**config.mk**
```make
export PLATFORM = sky130hd
export DESIGN_NAME = csv_field_splitter
export DESIGN_NICKNAME = d
export VERILOG_FILES = /design/src/rtl/csvfs_pkg.sv /design/src/rtl/csvfs_ctrl.sv /design/src/rtl/csvfs_datapath.sv /design/src/rtl/csv_field_splitter.sv
export SDC_FILE = /design/constraint.sdc
export NUM_CORES = 1
export LEC_CHECK = 0
export BUFFER_PORTS_ARGS = -buffer_cell sky130_fd_sc_hd__buf_4
export CAP_MARGIN = 40
export CORE_MARGIN = 2
export CORE_UTILIZATION = 30
export CTS_CLUSTER_SIZE = 10
export DETAILED_ROUTE_END_ITERATION = 10
export HOLD_SLACK_MARGIN = 0.1
export PLACE_DENSITY_LB_ADDON = 0.3
export SLEW_MARGIN = 20
export SYNTH_ARGS = -nofsm -noshare
export SYNTH_HDL_FRONTEND = slang
export SYNTH_SLANG_ARGS = --single-unit
```
**constraint.sdc**
```tcl
create_clock -name clk -period 4.6 [get_ports clk]
set_input_delay 0.92 -clock clk [delete_from_list [all_inputs] [get_ports clk]]
set_output_delay 0.92 -clock clk [all_outputs]
set_load 0.005 [all_outputs]
```
**src/rtl/csvfs_pkg.sv**
```systemverilog
// Shared types, character codes and helpers for the CSV field splitter.
package csvfs_pkg;

    localparam logic [7:0] CHAR_QUOTE = 8'h22;
    localparam logic [7:0] CHAR_COMMA = 8'h2C;
    localparam logic [7:0] CHAR_CR    = 8'h0D;
    localparam logic [7:0] CHAR_LF    = 8'h0A;
    localparam logic [7:0] CHAR_SPACE = 8'h20;
    localparam logic [7:0] CHAR_TAB   = 8'h09;

    localparam logic [1:0] KIND_DATA  = 2'd0;
    localparam logic [1:0] KIND_FIELD = 2'd1;
    localparam logic [1:0] KIND_ROW   = 2'd2;

    localparam logic [7:0] FIELD_MAX  = 8'd255;

    // controller -> datapath
    typedef struct packed {
        logic accept;        // latch the input beat
        logic exec;          // perform one step of the current unit
        logic sel_cr;        // current unit is content of a held CR
        logic sel_end;       // current unit is a line end
        logic release_last;  // move the pending result out, marked last
    } csvfs_cmd_t;

    // datapath -> controller
    typedef struct packed {
        logic op_end;        // live input is end of stream
        logic in_cr;         // live input byte is CR
        logic in_lf;         // live input byte is LF
        logic cr_held;       // a CR is waiting from the previous beat
        logic byte_cr;       // latched byte is CR
        logic step_ready;    // result slot can take this step's result
        logic step_done;     // this step finishes the current unit
        logic pend_valid;    // a result waits in the pending slot
        logic out_free;      // output register can take a result
    } csvfs_status_t;

    function automatic logic is_ws(input logic [7:0] b);
        return (b == CHAR_SPACE) || ((b >= CHAR_TAB) && (b <= CHAR_CR));
    endfunction

endpackage

```
**src/rtl/csvfs_ctrl.sv**
```systemverilog
// Sequencer that walks each input beat through its content and line-end units.
module csvfs_ctrl
(
    input  logic                    clk,
    input  logic                    rst_n,
    input  logic                    s_valid,
    output logic                    s_ready,
    input  csvfs_pkg::csvfs_status_t st,
    output csvfs_pkg::csvfs_cmd_t    cmd
);
    import csvfs_pkg::*;

    typedef enum logic [4:0] {
        S_IDLE = 5'b00001,
        S_CR   = 5'b00010,
        S_BYTE = 5'b00100,
        S_END  = 5'b01000,
        S_LAST = 5'b10000
    } state_t;

    state_t state_reg, state_next;
    logic   in_proc;

    assign s_ready = (state_reg == S_IDLE);
    assign in_proc = (state_reg == S_CR) || (state_reg == S_BYTE) || (state_reg == S_END);

    always_comb
    begin
        cmd.accept       = s_ready && s_valid;
        cmd.exec         = in_proc && st.step_ready;
        cmd.sel_cr       = (state_reg == S_CR);
        cmd.sel_end      = (state_reg == S_END);
        cmd.release_last = (state_reg == S_LAST) && st.pend_valid && st.out_free;
    end

    always_comb
    begin
        state_next = state_reg;
        case (state_reg)
            S_IDLE:
            begin
                if (s_valid)
                begin
                    if (st.op_end)
                        state_next = S_END;
                    else if (st.cr_held && st.in_lf)
                        state_next = S_END;
                    else if (st.cr_held)
                        state_next = S_CR;
                    else if (st.in_cr)
                        state_next = S_IDLE;   // CR just held, no results yet
                    else if (st.in_lf)
                        state_next = S_END;
                    else
                        state_next = S_BYTE;
                end
            end
            S_CR:
            begin
                if (cmd.exec && st.step_done)
                    state_next = st.byte_cr ? S_LAST : S_BYTE;
            end
            S_BYTE, S_END:
            begin
                if (cmd.exec && st.step_done)
                    state_next = S_LAST;
            end
            S_LAST:
            begin
                if (!st.pend_valid || st.out_free)
                    state_next = S_IDLE;
            end
            default:
                state_next = S_IDLE;
        endcase
    end

    always_ff @(posedge clk or negedge rst_n)
    begin
        if (!rst_n)
            state_reg <= S_IDLE;
        else
            state_reg <= state_next;
    end

endmodule

```
**src/rtl/csvfs_datapath.sv**
```systemverilog
// Parser state, whitespace hold buffer, pending result slot and output register.
module csvfs_datapath
#(
    parameter int SPACE_HOLD_DEPTH = 8
)
(
    input  logic                     clk,
    input  logic                     rst_n,
    input  logic                     in_op,
    input  logic [7:0]               in_byte,
    input  csvfs_pkg::csvfs_cmd_t    cmd,
    output csvfs_pkg::csvfs_status_t st,
    output logic                     out_valid,
    input  logic                     out_ready,
    output logic [1:0]               out_kind,
    output logic [7:0]               out_byte,
    output logic [7:0]               out_field,
    output logic                     out_ovf,
    output logic                     out_last
);
    import csvfs_pkg::*;

    localparam int CNT_W = $clog2(SPACE_HOLD_DEPTH + 1);
    localparam int IDX_W = (SPACE_HOLD_DEPTH > 1) ? $clog2(SPACE_HOLD_DEPTH) : 1;

    typedef enum logic [5:0] {
        M_START  = 6'b000001,
        M_LEAD   = 6'b000010,
        M_BODY   = 6'b000100,
        M_QUOTED = 6'b001000,
        M_QSEEN  = 6'b010000,
        M_AFTER  = 6'b100000
    } mode_t;

    mode_t            mode_reg;
    logic             line_started_reg;
    logic             cr_held_reg;
    logic [7:0]       byte_reg;
    logic [7:0]       held_reg [SPACE_HOLD_DEPTH];
    logic [CNT_W-1:0] held_count_reg;
    logic [7:0]       field_counter_reg;

    logic             pend_valid_reg;
    logic             pend_valid_next;
    logic [1:0]       pend_kind_reg;
    logic [7:0]       pend_byte_reg;
    logic [7:0]       pend_field_reg;
    logic             pend_ovf_reg;

    logic             out_valid_reg;
    logic             out_valid_next;
    logic [1:0]       out_kind_reg;
    logic [7:0]       out_byte_reg;
    logic [7:0]       out_field_reg;
    logic             out_ovf_reg;
    logic             out_last_reg;

    // one step of the current unit
    logic             step_emit;
    logic [1:0]       step_kind;
    logic [7:0]       step_byte;
    logic             step_ovf;
    logic             step_done;
    mode_t            mode_next;
    logic             line_started_next;
    logic [CNT_W-1:0] held_count_next;
    logic [7:0]       field_counter_next;
    logic             hold_shift;
    logic             hold_wr;
    logic [IDX_W-1:0] hold_idx;

    logic [7:0]       ch;
    logic             ch_ws;
    logic             hold_full;
    logic [7:0]       field_inc;
    logic             out_free;

    assign ch        = cmd.sel_cr ? CHAR_CR : byte_reg;
    assign ch_ws     = is_ws(ch);
    assign hold_full = (held_count_reg == CNT_W'(SPACE_HOLD_DEPTH));
    assign field_inc = (field_counter_reg == FIELD_MAX) ? FIELD_MAX
                                                        : field_counter_reg + 8'd1;
    assign out_free  = !out_valid_reg || out_ready;

    always_comb
    begin
        step_emit          = 1'b0;
        step_kind          = KIND_DATA;
        step_byte          = 8'd0;
        step_ovf           = 1'b0;
        step_done          = 1'b1;
        mode_next          = mode_reg;
        line_started_next  = line_started_reg;
        held_count_next    = held_count_reg;
        field_counter_next = field_counter_reg;
        hold_shift         = 1'b0;
        hold_wr            = 1'b0;
        hold_idx           = hold_full ? IDX_W'(SPACE_HOLD_DEPTH - 1)
                                       : held_count_reg[IDX_W-1:0];

        if (cmd.sel_end)
        begin
            step_emit          = line_started_reg;
            step_kind          = KIND_ROW;
            field_counter_next = 8'd0;
            held_count_next    = '0;
            mode_next          = M_START;
            line_started_next  = 1'b0;
        end
        else
        begin
            line_started_next = 1'b1;
            if (ch == CHAR_COMMA && mode_reg != M_QUOTED)
            begin
                // end of field from every mode outside a quoted run
                step_emit          = 1'b1;
                step_kind          = KIND_FIELD;
                field_counter_next = field_inc;
                held_count_next    = '0;
                mode_next          = M_START;
            end
            else
            begin
                case (mode_reg)
                    M_START:
                    begin
                        if (ch == CHAR_QUOTE)
                            mode_next = M_QUOTED;
                        else if (ch_ws)
                            mode_next = M_LEAD;
                        else
                        begin
                            step_emit = 1'b1;
                            step_byte = ch;
                            mode_next = M_BODY;
                        end
                    end
                    M_LEAD:
                    begin
                        if (!ch_ws)
                        begin
                            step_emit = 1'b1;
                            step_byte = ch;
                            mode_next = M_BODY;
                        end
                    end
                    M_BODY:
                    begin
                        if (ch_ws)
                        begin
                            hold_wr = 1'b1;
                            if (hold_full)
                            begin
                                // oldest held byte goes out untrimmed
                                step_emit  = 1'b1;
                                step_byte  = held_reg[0];
                                step_ovf   = 1'b1;
                                hold_shift = 1'b1;
                            end
                            else
                                held_count_next = held_count_reg + CNT_W'(1);
                        end
                        else if (held_count_reg != '0)
                        begin
                            // flush one held byte per cycle while the result slot can take it, then the byte itself
                            step_emit       = 1'b1;
                            step_byte       = held_reg[0];
                            hold_shift      = 1'b1;
                            held_count_next = held_count_reg - CNT_W'(1);
                            step_done       = 1'b0;
                        end
                        else
                        begin
                            step_emit = 1'b1;
                            step_byte = ch;
                        end
                    end
                    M_QUOTED:
                    begin
                        if (ch == CHAR_QUOTE)
                            mode_next = M_QSEEN;
                        else
                        begin
                            step_emit = 1'b1;
                            step_byte = ch;
                        end
                    end
                    M_QSEEN:
                    begin
                        if (ch == CHAR_QUOTE)
                        begin
                            step_emit = 1'b1;
                            step_byte = ch;
                            mode_next = M_QUOTED;
                        end
                        else
                            mode_next = M_AFTER;
                    end
                    M_AFTER:
                    begin
                        mode_next = M_AFTER;
                    end
                    default:
                        mode_next = M_START;
                endcase
            end
        end
    end

    always_comb
    begin
        st.op_end     = in_op;
        st.in_cr      = (in_byte == CHAR_CR);
        st.in_lf      = (in_byte == CHAR_LF);
        st.cr_held    = cr_held_reg;
        st.byte_cr    = (byte_reg == CHAR_CR);
        st.step_ready = !step_emit || !pend_valid_reg || out_free;
        st.step_done  = step_done;
        st.pend_valid = pend_valid_reg;
        st.out_free   = out_free;
    end

    // parser control state
    always_ff @(posedge clk or negedge rst_n)
    begin
        if (!rst_n)
        begin
            mode_reg          <= M_START;
            line_started_reg  <= 1'b0;
            cr_held_reg       <= 1'b0;
            held_count_reg    <= '0;
            field_counter_reg <= 8'd0;
        end
        else
        begin
            if (cmd.accept)
                cr_held_reg <= !in_op && (in_byte == CHAR_CR);
            if (cmd.exec)
            begin
                mode_reg          <= mode_next;
                line_started_reg  <= line_started_next;
                held_count_reg    <= held_count_next;
                field_counter_reg <= field_counter_next;
            end
        end
    end

    // input byte and whitespace hold buffer
    always_ff @(posedge clk)
    begin
        if (cmd.accept)
            byte_reg <= in_byte;
        if (cmd.exec)
        begin
            if (hold_shift)
            begin
                for (int i = 0; i < SPACE_HOLD_DEPTH - 1; i++)
                    held_reg[i] <= held_reg[i + 1];
            end
            if (hold_wr)
                held_reg[hold_idx] <= ch;
        end
    end

    // pending slot and output register valid flags
    always_comb
    begin
        pend_valid_next = pend_valid_reg;
        out_valid_next  = out_valid_reg && !out_ready;
        if (cmd.exec && step_emit)
        begin
            pend_valid_next = 1'b1;
            if (pend_valid_reg)
                out_valid_next = 1'b1;
        end
        if (cmd.release_last)
        begin
            pend_valid_next = 1'b0;
            out_valid_next  = 1'b1;
        end
    end

    always_ff @(posedge clk or negedge rst_n)
    begin
        if (!rst_n)
        begin
            pend_valid_reg <= 1'b0;
            out_valid_reg  <= 1'b0;
        end
        else
        begin
            pend_valid_reg <= pend_valid_next;
            out_valid_reg  <= out_valid_next;
        end
    end

    // result payloads; the newest result waits until the next one or the end
    // of the beat decides whether it is last
    always_ff @(posedge clk)
    begin
        if (cmd.exec && step_emit)
        begin
            pend_kind_reg  <= step_kind;
            pend_byte_reg  <= step_byte;
            pend_field_reg <= field_counter_reg;
            pend_ovf_reg   <= step_ovf;
        end
        if ((cmd.exec && step_emit && pend_valid_reg) || cmd.release_last)
        begin
            out_kind_reg  <= pend_kind_reg;
            out_byte_reg  <= pend_byte_reg;
            out_field_reg <= pend_field_reg;
            out_ovf_reg   <= pend_ovf_reg;
            out_last_reg  <= cmd.release_last;
        end
    end

    assign out_valid = out_valid_reg;
    assign out_kind  = out_kind_reg;
    assign out_byte  = out_byte_reg;
    assign out_field = out_field_reg;
    assign out_ovf   = out_ovf_reg;
    assign out_last  = out_last_reg;

endmodule

```
**src/rtl/csv_field_splitter.sv**
```systemverilog
// Top level of the streaming CSV field and row splitter.
// Each input beat is one text byte (tuser = 0) or an end-of-stream mark
// (tuser = 1); the block returns data bytes, end-of-field and end-of-row
// beats, with tlast on the final beat caused by that input. Items are taken
// one at a time: a beat is accepted, then the sequencer runs one step per
// result it causes (one step even when there is none) and then hands the
// final result to the output register. A CR that is only held back is just
// accepted, with no step. A beat that flushes a full whitespace buffer of
// SPACE_HOLD_DEPTH bytes runs one step per held byte before its own byte.
// The output register lets the next beat be accepted while the last result
// still waits for m_axis_tready.
module csv_field_splitter
#(
    parameter int SPACE_HOLD_DEPTH = 8
)
(
    input  logic        clk,
    input  logic        rst_n,
    input  logic        s_axis_tvalid,
    output logic        s_axis_tready,
    input  logic [7:0]  s_axis_tdata,   // [7:0] byte_in
    input  logic        s_axis_tuser,   // [0] op
    output logic        m_axis_tvalid,
    input  logic        m_axis_tready,
    output logic [15:0] m_axis_tdata,   // [7:0] byte_out, [15:8] field_number
    output logic [2:0]  m_axis_tuser,   // [1:0] kind, [2] space_overflow
    output logic        m_axis_tlast
);
    import csvfs_pkg::*;

    csvfs_cmd_t    cmd;
    csvfs_status_t st;
    logic [1:0]    out_kind;
    logic [7:0]    out_byte;
    logic [7:0]    out_field;
    logic          out_ovf;

    csvfs_ctrl u_ctrl
    (
        .clk     (clk),
        .rst_n   (rst_n),
        .s_valid (s_axis_tvalid),
        .s_ready (s_axis_tready),
        .st      (st),
        .cmd     (cmd)
    );

    csvfs_datapath
    #(
        .SPACE_HOLD_DEPTH (SPACE_HOLD_DEPTH)
    )
    u_datapath
    (
        .clk       (clk),
        .rst_n     (rst_n),
        .in_op     (s_axis_tuser),
        .in_byte   (s_axis_tdata),
        .cmd       (cmd),
        .st        (st),
        .out_valid (m_axis_tvalid),
        .out_ready (m_axis_tready),
        .out_kind  (out_kind),
        .out_byte  (out_byte),
        .out_field (out_field),
        .out_ovf   (out_ovf),
        .out_last  (m_axis_tlast)
    );

    assign m_axis_tdata = {out_field, out_byte};
    assign m_axis_tuser = {out_ovf, out_kind};

endmodule
```
* Yosys cells after proc, flatten, opt, wreduce, memory -nomap -nowiden *
Memories as Yosys holds them, arrays and structs flattened.
Cells that the tools add are included.

operators by class
  magnitude comparators = 2
  reductions and logical operators = 37
  bitwise logic cells = 2
  $add $sub $neg = 3
  equality and inequality tests = 28
  multiplexer cells = 74

operators by type and width
  operator             number
  $mux 8               11
  $mux 5               9
  $pmux 8 s5           1
  $mux 6               6
  $pmux 6 s6           1
  $mux 1               35
  $mux 4               7
  $eq 8x4->1 const B   3
  $eq 8x6->1 const B   3
  $pmux 5 s4           1
  $logic_and 1x1->1    12
  $reduce_and 4->1     3
  $add 8x1->8 const B  1
  $eq 8x8->1 const B   1
  $ge 8x4->1 const B   1
  $le 8x4->1 const B   1
  $logic_or 1x1->1     8
  $ne 4x4->1 const B   2
  $reduce_bool 4->1    2
  $eq 6x1->1 const B   1
  $eq 6x2->1 const B   1
  $eq 6x3->1 const B   1
  $eq 6x4->1 const B   1
  $eq 6x5->1 const B   1
  other kinds (23)     33

word-level totals
  RAM bits = 64
  input bits = 13
  output and inout bits = 22
  word-level logic and storage cells = 165
  flip-flop bits (word level) = 74
  memories kept = 1

memories
  memory               depth  width  read ports  clocked after memory_dff  write ports  line                  text
  u_datapath.held_reg  8      8      8           0                         8            csvfs_datapath.sv:39  logic [7:0] held_reg [SPACE_HOLD_DEPTH];

* Logic depth before layout (Yosys ltp) *
Gate-level depths: netlist (run 1).

  depth after elaboration = 17
  depth in mapped cells = 14
  mapped depth without buffers = 11

* Cells and area by module *
From an unflattened synthesis (run 1), not the netlist that was laid out.

second synthesis, totals
  cells, all modules = 481
  area, all modules = 6413.7 um^2

by module, submodules not included
  module              area each (um^2)  instances  cells an instance
  csvfs_datapath      6010.8            1          434
  csvfs_ctrl          395.4             1          46
  csv_field_splitter  7.5               1          1

* Worst setup path after synthesis (run 1) *
Ideal clock, no wire load.

  kind = register -> register
  start = register u_ctrl.state_reg[3]
  end = register u_datapath.out_byte_reg[0] (netlist: u_datapath.out_byte[0]) (enable)
  path buffers = 1
  path slack = 1.181 ns
  data required time = 4.224 ns
  cell stages (with the launch flop) = 9
  period minus slack after synthesis = 3.419 ns
  arrival time = 3.043 ns
  cell sequence = dfrtp_1 buf_6 or4b_4 o2111ai_4 nand2_1 a32o_1 a21oi_2 and2_1 a21o_1

on the way
  word-level cells in the longest chain between the ends = 17
  elaborated cells between the ends (all ways) = 32
  those cells by class = 2 x order compare; 7 x eq/ne; 9 x mux; 14 x reduce/logical

ends and longest elaborated chain
  what                                      line                                          text
  start: declaration                        csvfs_ctrl.sv:21                              state_t state_reg, state_next;
  start signal: assignment                  csvfs_ctrl.sv:83                              state_reg <= state_next;
  $eq 5x2->1                                csvfs_ctrl.sv:25, csvfs_ctrl.sv:31
  $mux 8                                    csvfs_datapath.sv:78                          assign ch = cmd.sel_cr ? CHAR_CR : byte_reg;
  $ge 8x4->1 or $le 8x4->1 (tied branches)  csvfs_pkg.sv:40                               return (b == CHAR_SPACE) || ((b >= CHAR_TAB) && (b <= CHAR_CR));
  $logic_and 1x1->1                         csvfs_pkg.sv:40
  $logic_or 1x1->1                          csvfs_pkg.sv:40
  $mux 1                                    csvfs_datapath.sv:129, csvfs_datapath.sv:140
  $mux 1                                    csvfs_datapath.sv:127                         if (ch == CHAR_QUOTE)
  $pmux 1 s5                                csvfs_datapath.sv:124                         case (mode_reg)
  $mux 1                                    csvfs_datapath.sv:113                         if (ch == CHAR_COMMA && mode_reg != M_QUOTED)
  $mux 1                                    csvfs_datapath.sv:101                         if (cmd.sel_end)
  $logic_not 1->1                           csvfs_datapath.sv:217                         st.step_ready = !step_emit || !pend_valid_reg || out_free;
  $logic_or 1x1->1 (2 in a row)             csvfs_datapath.sv:217
  $logic_and 1x1->1                         csvfs_ctrl.sv:30                              cmd.exec = in_proc && st.step_ready;
  $logic_and 1x1->1 (2 in a row)            csvfs_datapath.sv:308                         if ((cmd.exec && step_emit && pend_valid_reg) || cmd.release_last)
  $logic_or 1x1->1 (*)                      csvfs_datapath.sv:308
  end signal: assignment                    csvfs_datapath.sv:311                         out_byte_reg <= pend_byte_reg;
  end: declaration                          csvfs_datapath.sv:53                          logic [7:0] out_byte_reg;

Mark *: on every way between the ends. The rest lies on a longest branch, timed or not.
A chain may end at the register's enable or synchronous reset.

* Worst setup path in the final report (run 1) *
  start = register u_ctrl.state_reg[1]
  end = register u_datapath.out_field_reg[3] (netlist: u_datapath.out_field[3]) (enable)

on the way
  word-level cells in the longest chain between the ends = 17
  elaborated cells between the ends (all ways) = 32
  those cells by class = 2 x order compare; 7 x eq/ne; 9 x mux; 14 x reduce/logical

ends and longest elaborated chain
  what                                      line                                          text
  $eq 5x2->1                                csvfs_ctrl.sv:25, csvfs_ctrl.sv:31
  $mux 8                                    csvfs_datapath.sv:78
  $ge 8x4->1 or $le 8x4->1 (tied branches)  csvfs_pkg.sv:40
  $logic_and 1x1->1                         csvfs_pkg.sv:40
  $logic_or 1x1->1                          csvfs_pkg.sv:40
  $mux 1                                    csvfs_datapath.sv:129, csvfs_datapath.sv:140
  $mux 1                                    csvfs_datapath.sv:127
  $pmux 1 s5                                csvfs_datapath.sv:124
  $mux 1                                    csvfs_datapath.sv:113
  $mux 1                                    csvfs_datapath.sv:101
  $logic_not 1->1                           csvfs_datapath.sv:217
  $logic_or 1x1->1 (2 in a row)             csvfs_datapath.sv:217
  $logic_and 1x1->1                         csvfs_ctrl.sv:30
  $logic_and 1x1->1 (2 in a row)            csvfs_datapath.sv:308
  $logic_or 1x1->1 (*)                      csvfs_datapath.sv:308
  end signal: assignment                    csvfs_datapath.sv:312                         out_field_reg <= pend_field_reg;
  end: declaration                          csvfs_datapath.sv:54                          logic [7:0] out_field_reg;

Marked as above.

==> metrics.cfg, run 1 <==
[cts]
cts_setup_buffers = 0
clkSlewWorstSetupHoldPaths_ns = 0.06
insertion_delay_ns = 0.42
cts.sinks = 138
ctsHoldBuffers = 0
cts_tree = yes
cts_buffer_depth = 2
cts_buffers = 17
cts-resized-gates = 0
root_buffer = clkbuf_16
htreeDepth = 4

[sta]
setup_violations = 0
fin_skew_ns = 0.00997
rsz0062_at_grt = no
fmax_mhz = 278
fin_crit_ns = 3.60
slew_headroom = 0.468
final.setup.tns_ns = 0
period_share = 0.783
hold_viol = 0
tightest_slew_ns = 0.795
drv_slew = 0

[yosys]
yosysTopAreaCellShare = 0.534
netlist_area_um2 = 6250
synth.avg_cell_area_um2 = 11.8
synth_area_leaders = edfxtp_1 (53%), dfrtp_1 (10%), o21ai_0 (4.5%), nand2_1 (4.2%), and2_1 (2.5%)
synthCells = 528
async_flop_share = 0.196
yosysUniqueCellTypes = 63
synth_seq_cells = 138
ys.flop_type = edfxtp_1
seq_area_frac_synth = 0.642
yosysTopAreaCell = edfxtp_1
ys_warn_count = 0
synth_edf_count = 111
syn_nets = 545

[global_route]
grt_usage = 0.121
grt_pass1_vias = 3952
grt_start_max_net_pins = 28
grt.overflow.total = 0
antenna_found_initial = 0
grt_pass1_wl_um = 20600

[place]
gp_congestion = 0.859
portBuffers = 34
dpl.hpwl_um = 9170

[floorplanning]
die_h_um = 148
start_util = 0.307
rows = 52
io_pins = 35
floorplan.die.width_um = 148
core-area_um2 = 20400
dieArea_um2 = 22000

[critical_path]
critPathArrivalTime_ns = 3.64
cp.required_ns = 4.64
path_max_fanout = 20
rrSetupSlack_ns = 1.00
worstSetupEndpointType = register
crit_path_start_kind = register
r2r_start = u_ctrl.state_reg[1]$_DFFE_PN0P_
path_class = reg2reg
ff2ff_path_depth = 8
r2r-end = u_datapath.out_field[3]$_DFFE_PP_

[power_and_ir_drop]
p_sw_frac = 0.280
p_leak_uw = 0.00280
clkPwrFrac = 0.388
power_uw = 3690
p_per_area_nw_per_um2 = 498
power.switching_uw = 1040
p_int_uw = 2660
pwr-share-comb = 0.177
irDropWorstVdd_mv = 0.251
p_seq_frac = 0.434

[finish]
mostFrequentLayoutCells = edfxtp_1 (111), nand2_1 (70), o21ai_0 (56)
layout_commonest_cell = edfxtp_1
n_antenna_cell = 0
syn_to_final_growth_pct = 18.6
largest_reg_flops = 64
regArea_um2 = 4010
fill_cells = 1928
multiInputGateArea_um2 = 2050
layout-drive-gt1-share = 0.160
fin_nets = 584

[drt]
postRouteAntennaNets = 0
drc = 0
vias_per_cell = 4.94
drt-wirelength-per-cell_um = 14.9
drt_iter0_drc = 323
first_pass_iters = 5
vias = 4197
drt-total-wl_um = 12700

[status]
status = complete, no violations

[hold_path]
hold_class = in2async

[run]
max_cap_viol_count = 0

[metal layers]
layer / wire [um] / share of wire / vias up / track usage
met4: 179 / 0.014 / 0 / 0.0443
met3: 834 / 0.066 / 14 / 0.0340
met1: 5930 / 0.47 / 2025 / 0.164
met5: 0 / 0 / - / 0
met2: 5730 / 0.45 / 126 / 0.184
li1: - / - / 2032 / -
[cell type report]
class,count,share of cell area
Clock buffer,18,0.0579
Clock inverter,14,0.0260
Inverter,21,0.0106
Multi-Input combinational cell,348,0.277
Sequential cell,138,0.541
Tap cell,270,0.0456
Timing Repair Buffer,41,0.0412
[worst max path at each step]
stage                                            start                                end  slack [ns]  cells after the start
finish                 u_ctrl.state_reg[1]$_DFFE_PN0P_  u_datapath.out_field[3]$_DFFE_PP_        1.00                      8
global route        u_datapath.mode_reg[2]$_DFFE_PN0P_   u_datapath.out_byte[3]$_DFFE_PP_        0.74                      8
CTS                    u_ctrl.state_reg[3]$_DFFE_PN0P_  u_datapath.out_field[2]$_DFFE_PP_        1.04                      8
detailed placement     u_ctrl.state_reg[3]$_DFFE_PN0P_   u_datapath.out_byte[4]$_DFFE_PP_        1.07                      8
global placement       u_ctrl.state_reg[1]$_DFFE_PN0P_   u_datapath.out_byte[2]$_DFFE_PP_        1.15                      8
floorplan              u_ctrl.state_reg[3]$_DFFE_PN0P_   u_datapath.out_byte[0]$_DFFE_PP_        1.18                      8
[stage by stage]
step	setup slack, ns	hold WS [ns]	cell area, um^2	instances	utilization
floorplan	1.18	0.400	6250	528	-
global placement	1.15	0.410	6780	817	0.333
detailed placement	1.07	0.406	6780	817	0.333
CTS	1.04	0.420	7400	849	0.364
global route	0.744	0.428	7410	850	0.364
finish	1.00	0.419	7410	850	0.364
[synthesized netlist by cell type (5+ instances only)]
| cell | instances |
|---|---|
| a21o_1 | 5 |
| and3_1 | 7 |
| nand2_1 | 70 |
| nand4_1 | 11 |
| o21ai_0 | 56 |
| a21oi_1 | 12 |
| and2_1 | 25 |
| dfrtp_1 | 25 |
| nor3_1 | 14 |
| a22oi_1 | 6 |
| inv_1 | 21 |
| a31oi_1 | 5 |
| nor2_1 | 35 |
| clkbuf_1 | 15 |
| mux2_2 | 9 |
| nor4_1 | 5 |
| edfxtp_1 | 111 |
| nor2b_1 | 5 |
| nand3_1 | 16 |
[logic make-up (layout without fill, tap and decap cells)]
logic type	count (synthesis)	after routing	synth area share
XOR/XNOR	5	5	0.00701
adder cells (fa/ha/maj)	4	4	0.00921
flip-flops	138	138	0.642
multiplexers	10	10	0.0178
AO/OA/AOI/OAI	118	118	0.124
AND/OR/NAND/NOR	211	211	0.170
buffers and inverters	42	94	0.0292
[power by group through the flow]
| stage | combinational, uW | sequential [uW] | clock, uW |
|---|---|---|---|
| after floorplan | 453 | 1580 | 0 |
| after global placement | 631 | 1620 | 0 |
| after detailed placement | 639 | 1630 | 0 |
| after CTS | 645 | 1600 | 1460 |
| after global routing | 723 | 1620 | 1520 |
| final | 655 | 1600 | 1430 |
[worst max-delay path, stage by stage, from the launching register on]
cell and delay [ns]:
dfrtp_1 0.49, or4b_4 0.54, o2111ai_4 0.32, nand2_1 0.17, a32o_1 0.33, a21oi_2 0.30, and2_1 0.18, buf_4 0.25
a21o_1 0.64
Power figures use the tool's default switching activity.
==> run 2, diff against run 1 <==
clock period = 3 ns   (was 4.6 ns; I/O delays follow)
==> run 2 against run 1 <==
  * Routed wire length grew 1.9%
  * Setup slack lost 0.81 ns
  * Maximum frequency grew 28%
  * First-iteration DRC count decreased by 22%
  * Clock power increased by 41%
  * Critical path type unchanged
  * Sequential power up 52%
  * Global-route usage rose by 0.44 points
  * Via count increased by 2.9%
  * Die area did not move
  * Power increased by 51%
  * Final cell count grew 4.4%
  * Core utilization up 1.3 points
==> metrics.cfg, run 2 (synthesis gave the netlist of run 1 again) <==
[critical_path]
path_max_fanout = 8  ; -60%
slowest_stage = or4b_4
r2r-end = u_datapath.held_reg[6][2]$_DFFE_PP_
critPathTopFamily = simple AND/OR/NAND/NOR gates
worst-path-buf-inv = 3  ; +2
crit_path_frequent_cell = buf_4
crit_chain = or4b_4 > or2_1 > nand3_2 > buf_4 > nand4_1 > a21oi_1 > buf_4 > nand2_1 > o31ai_1 > buf_4
worstSetupEndpointType = register
rrSetupSlack_ns = 0.19  ; -0.81 ns
path_class = reg2reg
ff2ff_path_depth = 10  ; +2
cp.required_ns = 3.12  ; -1.52 ns
path_depth = 10  ; +2
r2r_start = u_ctrl.state_reg[4]$_DFFE_PN0P_
crit_path_start_kind = register
critPathArrivalTime_ns = 2.93  ; -0.71 ns
crit_path_max_incr_delay_ns = 0.59  ; -0.05 ns

[floorplanning]
io_pins = 35  ; unchanged
die_h_um = 148  ; unchanged
core-area_um2 = 20400  ; unchanged
rows = 52  ; unchanged
dieArea_um2 = 22000  ; unchanged
floorplan.die.width_um = 148  ; unchanged
start_util = 0.307  ; unchanged

[sta]
fin_crit_ns = 2.81  ; -0.788 ns
rsz0062_at_grt = no
hold_viol = 0  ; unchanged
period_share = 0.937  ; +0.155
hold_ws_ns = 0.368  ; -0.0512 ns
fin_skew_ns = 0.0112  ; +0.00119 ns
drv_slew = 0  ; unchanged
slew_headroom = 0.599  ; +0.132
fmax_mhz = 356  ; +28%
setup_violations = 0  ; unchanged
tightest_slew_ns = 0.599  ; -0.196 ns

[drt]
drc = 0  ; unchanged
vias = 4319  ; +2.9%
first_pass_iters = 5  ; unchanged
vias_per_cell = 4.87  ; -1.4%
drt-wirelength-per-cell_um = 14.6  ; -2.3%
drt-total-wl_um = 12900  ; +1.9%
postRouteAntennaNets = 0  ; unchanged
drt_iter0_drc = 251  ; -22%

[hold_path]
holdPathStages = 1
min_from = s_axis_tdata[7]
hold_class = in2reg
hold_end = u_datapath.byte_reg[7]$_DFFE_PP_

[global_route]
use_met1 = 0.168  ; +0.00411
grt_pass1_wl_um = 21400  ; +3.8%
grt_usage = 0.125  ; +0.00439
grt_start_max_net_pins = 28  ; unchanged
grt_pass1_vias = 4197  ; +6.2%
antenna_found_initial = 0  ; unchanged
use_met3 = 0.0383  ; +0.00429
top_usage_layer = met2
met2_usage = 0.190  ; +0.00532
grt.overflow.total = 0  ; unchanged

[finish]
layout-drive-gt1-share = 0.222  ; +0.0617
syn_to_final_growth_pct = 23.0
mostFrequentLayoutCells = edfxtp_1 (111), buf_4 (77), nand2_1 (70)
fill_cells = 1978  ; +2.6%
final_util = 0.377  ; +0.0134
fin_nets = 621  ; +6.3%
n_antenna_cell = 0  ; unchanged
largest_reg_flops = 64  ; unchanged
layout_commonest_cell = edfxtp_1

[cts]
clkSlewWorstSetupHoldPaths_ns = 0.06  ; about the same
cts_buffers = 17  ; unchanged
insertion_delay_ns = 0.42  ; about the same
cts_tree = yes
root_buffer = clkbuf_16
cts_buffer_depth = 2  ; unchanged
htreeDepth = 4  ; unchanged
cts.sinks = 138  ; unchanged

[place]
portBuffers = 34  ; unchanged
gp_congestion = 0.855  ; -0.52%
dpl.hpwl_um = 9420  ; +2.7%

[status]
status = complete, no violations

[power_and_ir_drop]
irDropWorstVdd_mv = 0.345  ; +37%
p_leak_uw = 0.00296  ; +5.9%
power_uw = 5590  ; +51%
p_per_area_nw_per_um2 = 728  ; +46%

[run]
max_cap_viol_count = 0  ; unchanged

[run 2: changes by cell type in the layout (fill, tap and decap cells not counted), sizes merged]
cell         delta
dlygate4sd3     +1
clkinvlp        +2
bufinv          -3
inv             +5
clkinv          -3
clkbuf          -2
buf            +37
[run 2: worst max path at each step]
stage / from / to
after CTS: u_ctrl.state_reg[4]$_DFFE_PN0P_ / u_datapath.held_reg[6][2]$_DFFE_PP_
after floorplan: u_ctrl.state_reg[3]$_DFFE_PN0P_ / u_datapath.held_reg[2][0]$_DFFE_PP_
after global placement: u_ctrl.state_reg[4]$_DFFE_PN0P_ / u_datapath.held_reg[6][0]$_DFFE_PP_
after global routing: u_ctrl.state_reg[4]$_DFFE_PN0P_ / u_datapath.held_reg[1][0]$_DFFE_PP_
final: u_ctrl.state_reg[4]$_DFFE_PN0P_ / u_datapath.held_reg[6][2]$_DFFE_PP_
after detailed placement: u_ctrl.state_reg[4]$_DFFE_PN0P_ / u_datapath.held_reg[2][1]$_DFFE_PP_
[run 2: final cells by class]
type                            count  area, um^2  share of cell area
Clock buffer                       17         425              0.0554
Clock inverter                     15         154              0.0200
Inverter                           21        78.8              0.0103
Multi-Input combinational cell    348        2090               0.272
Sequential cell                   138        4010               0.522
Tap cell                          270         338              0.0440
Timing Repair Buffer               78         588              0.0766
[run 2: report_power, final]
| part | internal (uW) | switching [uW] |
|---|---|---|
| Sequential | 2300 | 139 |
| Clock | 1170 | 853 |
| Combinational | 460 | 662 |
| Total | 3940 | 1650 |
[run 2: per-layer routing]
layer	share of wire	vias to the layer above	wire length, um
met5	0	-	0
li1	-	2111	-
met4	0.016	0	208
met3	0.065	14	836
met1	0.47	2072	6130
met2	0.44	122	5740
[run 2: through the flow]
step	worst slack (ns)	TNS (ns)	area, um^2	std cells
floorplan	-0.139	-3.40	6260	528
global placement	0.202	0	7030	849
detailed placement	0.170	0	7030	849
CTS	0.127	0	7620	882
global route	0.00553	0	7680	887
finish	0.189	0	7680	887
[run 2: what timing repair did]
item	in CTS	in global routing
endpoints found under the setup margin	0	64
buffers inserted	0	5
endpoints found under the hold margin	12	0
resized for setup	0	4
hold buffers	1	0
